[src/rtl/core/ptd_pkg.sv]
// Shared constants and types of the Pythagorean triplet detector.
`default_nettype none
package ptd_pkg;
   localparam int MAX_ITEMS = 1024;
   localparam int IDX_W     = $clog2(MAX_ITEMS);
   localparam int CNT_W     = $clog2(MAX_ITEMS + 1);
   localparam int WIDE_W    = CNT_W + 1;
   localparam int VAL_W     = 32;
   localparam int SQ_W      = 63;

   typedef struct packed {
      logic             en;
      logic [IDX_W-1:0] addr;
      logic [SQ_W-1:0]  data;
   } ram_wr_type;
endpackage
`default_nettype wire

[src/rtl/core/ptd_squarer.sv]
// Magnitude and square of each accepted value, registered as a store write.
`default_nettype none
module ptd_squarer
   import ptd_pkg::*;
(
   input  wire logic             clock,
   input  wire logic             reset,
   input  wire logic             take,
   input  wire logic [VAL_W-1:0] value,
   input  wire logic [IDX_W-1:0] addr,
   output ram_wr_type            wr
);
   logic [VAL_W-1:0]   mag;
   logic [2*VAL_W-1:0] prod;
   ram_wr_type         wr_ff, wr_in;

   always_comb begin
      mag        = value[VAL_W-1] ? (~value + VAL_W'(1)) : value;
      prod       = mag * mag;
      wr_in.en   = take;
      wr_in.addr = addr;
      wr_in.data = prod[SQ_W-1:0];
   end

   always_ff @(posedge clock) begin
      if (reset) begin
         wr_ff.en <= 1'b0;
      end else begin
         wr_ff.en <= wr_in.en;
      end
      wr_ff.addr <= wr_in.addr;
      wr_ff.data <= wr_in.data;
   end

   assign wr = wr_ff;
endmodule
`default_nettype wire

[config.mk]
export PLATFORM = sky130hd
export DESIGN_NAME = ptd_squarer
export DESIGN_NICKNAME = d
export VERILOG_FILES = /design/src/rtl/core/ptd_pkg.sv /design/src/rtl/core/ptd_squarer.sv
export SDC_FILE = /design/constraint.sdc
export NUM_CORES = 2
export LEC_CHECK = 0
export ABC_CLOCK_PERIOD_IN_PS = 19300
export BUFFER_PORTS_ARGS = -buffer_cell sky130_fd_sc_hd__buf_4
export CAP_MARGIN = 20
export CORE_MARGIN = 10
export CORE_UTILIZATION = 60
export CTS_CLUSTER_SIZE = 10
export DETAILED_ROUTE_END_ITERATION = 6
export PLACE_DENSITY = 0.84
export SLEW_MARGIN = 10
export SYNTH_ARGS = -nofsm -noshare
export SYNTH_HDL_FRONTEND = slang
export SYNTH_SLANG_ARGS = --single-unit
export TNS_END_PERCENT = 5
[constraint.sdc]
create_clock -name clock -period 19.3 [get_ports clock]
set_input_delay 0.965 -clock clock [delete_from_list [all_inputs] [get_ports clock]]
set_output_delay 0.965 -clock clock [all_outputs]
set_load 0.005 [all_outputs]
==> impl.org <==
** Outcome
- Result of the run :: finished with violations
- The checks that failed: DRC.

** Clock tree
- Number of CTS-inserted buffers :: 9
- CTS Root Buffer Type :: clkbuf_16
- CTS hold repair buffers :: 0
- After clock tree synthesis, the clock-pin slew on the worst setup and hold paths is 0.07 ns.
- CTS tree :: yes
- The H-tree was split into 3 levels.
- Postcts setup bufs :: 0
- Clock net sink count :: 73
- Number of gates resized after CTS :: 0
- CTS max path bufs :: 2

** Finish
- Share of post-route cells with drive strength above 1 :: 6.00%
- Net count of the finished layout :: 4478
- Count of filler cells inserted in the layout :: 3889
- The repair_antennas step left the layout with diodes totalling 0.
- The area growth from synthesis to layout is 6.85%.
- The register with the most flip-flops in the layout has 73 of them.

** Floorplan
- From bottom edge to top edge, the die measures 245 um.
- In this run the count of I/O pins placed on the die edge is 119.
- Starting density of the core :: 60.7%
- The floorplan step defined a die boundary enclosing 60000 um2.
- The die is 245 um wide.
- The floorplan has 82 rows.
- Core region area :: 50100 um2

** Synthesis
- Post-Syn Area :: 30400 um2
- The Yosys step of the flow raised 0 warnings.
- #FFs+latches synth :: 73
- Mean area per synthesized cell :: 9.27 um2
- EDFF count, synth :: 0
- Prevailing post-synth register cell :: dfxtp_1
- Synthesis handed over a netlist of 3276 instances.
- Yosys mapped the design onto 71 distinct sky130hd cell types.
- Fraction of synthesis flops using an asynchronous set or reset pin :: 0%
- Synth top area cells :: fa_1 53%, inv_1 12%, ha_1 11%, dfxtp_1 4.8%, nand2_1 3.8%
- After synthesis, the largest area contributor takes up 52.6% of total cell area.
- For this run, the register share of the synthesized area comes to 4.81%.
- The largest total area in the synthesized netlist belongs to fa_1.

** Detailed routing
- The first detailed-routing pass ran for 7 iterations.
- Detailed routing inserted a total of 22600 vias.
- Max Used Layer :: met4
- Count of antenna-violating nets left after detailed routing :: 0
- DR WL met2 :: 40.6 mm
- Number of vias per cell :: 5.59
- The detailed router put a total of 27.8 mm of wire on met1.
- Violation count after the first detailed-route iteration :: 2120
- Wire segments on met3 add up to 10.4 mm in the final route.
- Total Wirelength :: 85.0 mm
- Dividing the detail-routed wire length by the instance count gives 21.0 um.
- For this run, design rule violations remaining after detail routing come to 20.

** Placement
- Buffers placed on the I/O ports in this run total 117.
- Detailed placement finished with a half-perimeter wire length of 70.6 mm.
- The congestion estimate from routability-driven global placement came to 1.02.

** Global route
- Entering global routing, the biggest net connects 35 pins.
- Summed over all layers, the global routing overflow is 0.
- Global routing used 29.6% of the available tracks.
- The initial antenna violation count was 0.
- Number of global-route vias before repair :: 25500
- First-pass GRT wire length :: 135 mm

** Setup path
- Critical path arrival :: 12.67 ns
- Slowest stage delay, CP :: 0.90 ns
- Slowest cell on the critical path :: a2111oi_1
- The worst setup path is launched from an input pin.
- In this run the worst path has a maximum fanout of 18.
- Endpoint required time on the critical path :: 19.58 ns
- CP dominant cell by count :: fa_1
- Crit end category :: flop
- The critical path is of the input pin to flop type.

** Job
- Max-cap violations in this run came to 0.

** Timing
- After routing, the total negative slack on setup checks comes to 0 ns.
- Setup violations remaining at the end of the flow were counted as 0.
- The number of max-slew violations in the final report was 0.
- Count of final hold-check violations :: 0
- Measured against its own limit, the worst slew margin works out to 23.8%.
- Final Critical Period :: 12.39 ns
- Derived from the worst setup path, the maximum achievable clock frequency is 0.0807 GHz.
- Worst slew pin tran :: 1.14 ns
- Of the available clock period, the critical path in the final layout requires 64.2%.
- Setup repair after global routing missed its margin :: false

** Hold path
- Class of the worst hold path :: input pin to flop
[kinds of logic (layout without fill, tap and decap cells)]
| group | count (synthesis) | count (layout) | synth area share, % |
|---|---|---|---|
| mux | 2 | 2 | 0.0700 |
| compound gates | 239 | 239 | 5.09 |
| simple gates | 678 | 678 | 9.12 |
| fa+ha+maj | 1070 | 1070 | 63.8 |
| flops | 73 | 73 | 4.81 |
| xor+xnor | 116 | 116 | 3.43 |
| other cells | 2 | 27 | 0.0247 |
| buf+inv | 1096 | 1162 | 13.7 |
[layout by cell type (no fill, tap or decap), types with 5 or more instances in the layout]
| cell type | Yosys | layout |
|---|---|---|
| nor2b_1 | 7 | 7 |
| conb_1 | 2 | 27 |
| xor2_1 | 45 | 44 |
| fa_1 | 798 | 798 |
| nand2_1 | 304 | 304 |
| ha_1 | 272 | 272 |
| o21bai_1 | 8 | 8 |
| inv_1 | 977 | 977 |
| o21a_1 | 7 | 7 |
| a211oi_1 | 6 | 6 |
| o211ai_1 | 9 | 9 |
| a21oi_1 | 69 | 69 |
| a31oi_1 | 12 | 12 |
| nand4_1 | 15 | 15 |
| o31ai_1 | 8 | 8 |
| dfxtp_1 | 73 | 73 |
| clkinv_1 | 7 | 7 |
| nand3_1 | 11 | 11 |
| buf_4 | 4 | 156 |
| xnor2_1 | 69 | 65 |
| clkbuf_16 | 0 | 9 |
| nand2b_1 | 5 | 5 |
| inv_2 | 6 | 6 |
| o21ai_0 | 50 | 49 |
| nor2_1 | 285 | 285 |
| or3_1 | 14 | 14 |
| nor3_1 | 12 | 12 |
| and3_1 | 6 | 6 |
| a21o_1 | 30 | 30 |
[final timing paths]
kind / startpoint / depth (start not counted) / endpoint / slack [ns]
min: addr[0] / 1 / wr[63] / 0.67
max: value[9] / 30 / wr[57] / 6.91
[through the flow]
step | worst slack [ns] | util (%) | hold slack (ns) | cells | instance area [um2]
detailed placement | 6.89 | 64.1 | 1.07 | 4024 | 32100
floorplan | 9.34 | - | 0.993 | 3301 | 30500
global route | 6.77 | 64.8 | 0.653 | 4039 | 32500
finish | 6.91 | 64.8 | 0.668 | 4039 | 32500
CTS | 7.35 | 64.8 | 0.650 | 4039 | 32500
global placement | 6.96 | 64.1 | 1.07 | 4024 | 32100
[layout make-up]
cell class,instances,area [um2],area share (%)
inverters,991,3720,11.5
flip-flops and latches,73,1460,4.50
multi-input cells,2132,24900,76.7
well taps,672,841,2.59
repair buffers,156,1170,3.61
clock buffers,10,239,0.736
clock inverters,5,128,0.393
[metal layers]
| layer | GRT usage, % | vias up |
|---|---|---|
| met3 | 9.29 | 374 |
| met1 | 33.5 | 11200 |
| li1 | - | 9628 |
| met4 | 17.6 | 0 |
| met5 | 0.327 | - |
| met2 | 48.5 | 1364 |
[synth_stat cells (3+ instances only)]
cell	count
a211oi_1	6
nand2_1	304
or2_2	3
o31ai_1	8
buf_2	10
buf_4	4
inv_1	977
o21ai_0	50
o41ai_1	4
nor3_1	12
buf_1	4
a31o_2	4
and3_1	6
o21bai_1	8
nand4_1	15
nand2b_1	5
a221oi_1	3
dfxtp_1	73
a31oi_1	12
fa_1	798
o211ai_1	9
o21a_1	7
inv_2	6
nor2_1	285
a21oi_1	69
a22oi_1	3
nand3_1	11
ha_1	272
xor2_1	45
xnor2_1	69
o21ai_1	3
clkbuf_1	86
a21o_1	30
or3_1	14
nor2b_1	7
clkinv_1	7
o2111ai_1	4
[worst max-delay path: cells and delay by family]
family,cells,cell delay (ns)
and+or+nand+nor,8,3.48
AOI/OAI and AO/OA,4,1.90
xor gates and xnor gates,2,0.31
buffers and inverters,7,1.55
adders and majority gates,9,4.45
Power is not shown: default switching activity piles up to over one toggle a cycle in this logic, so the estimate is an artifact.
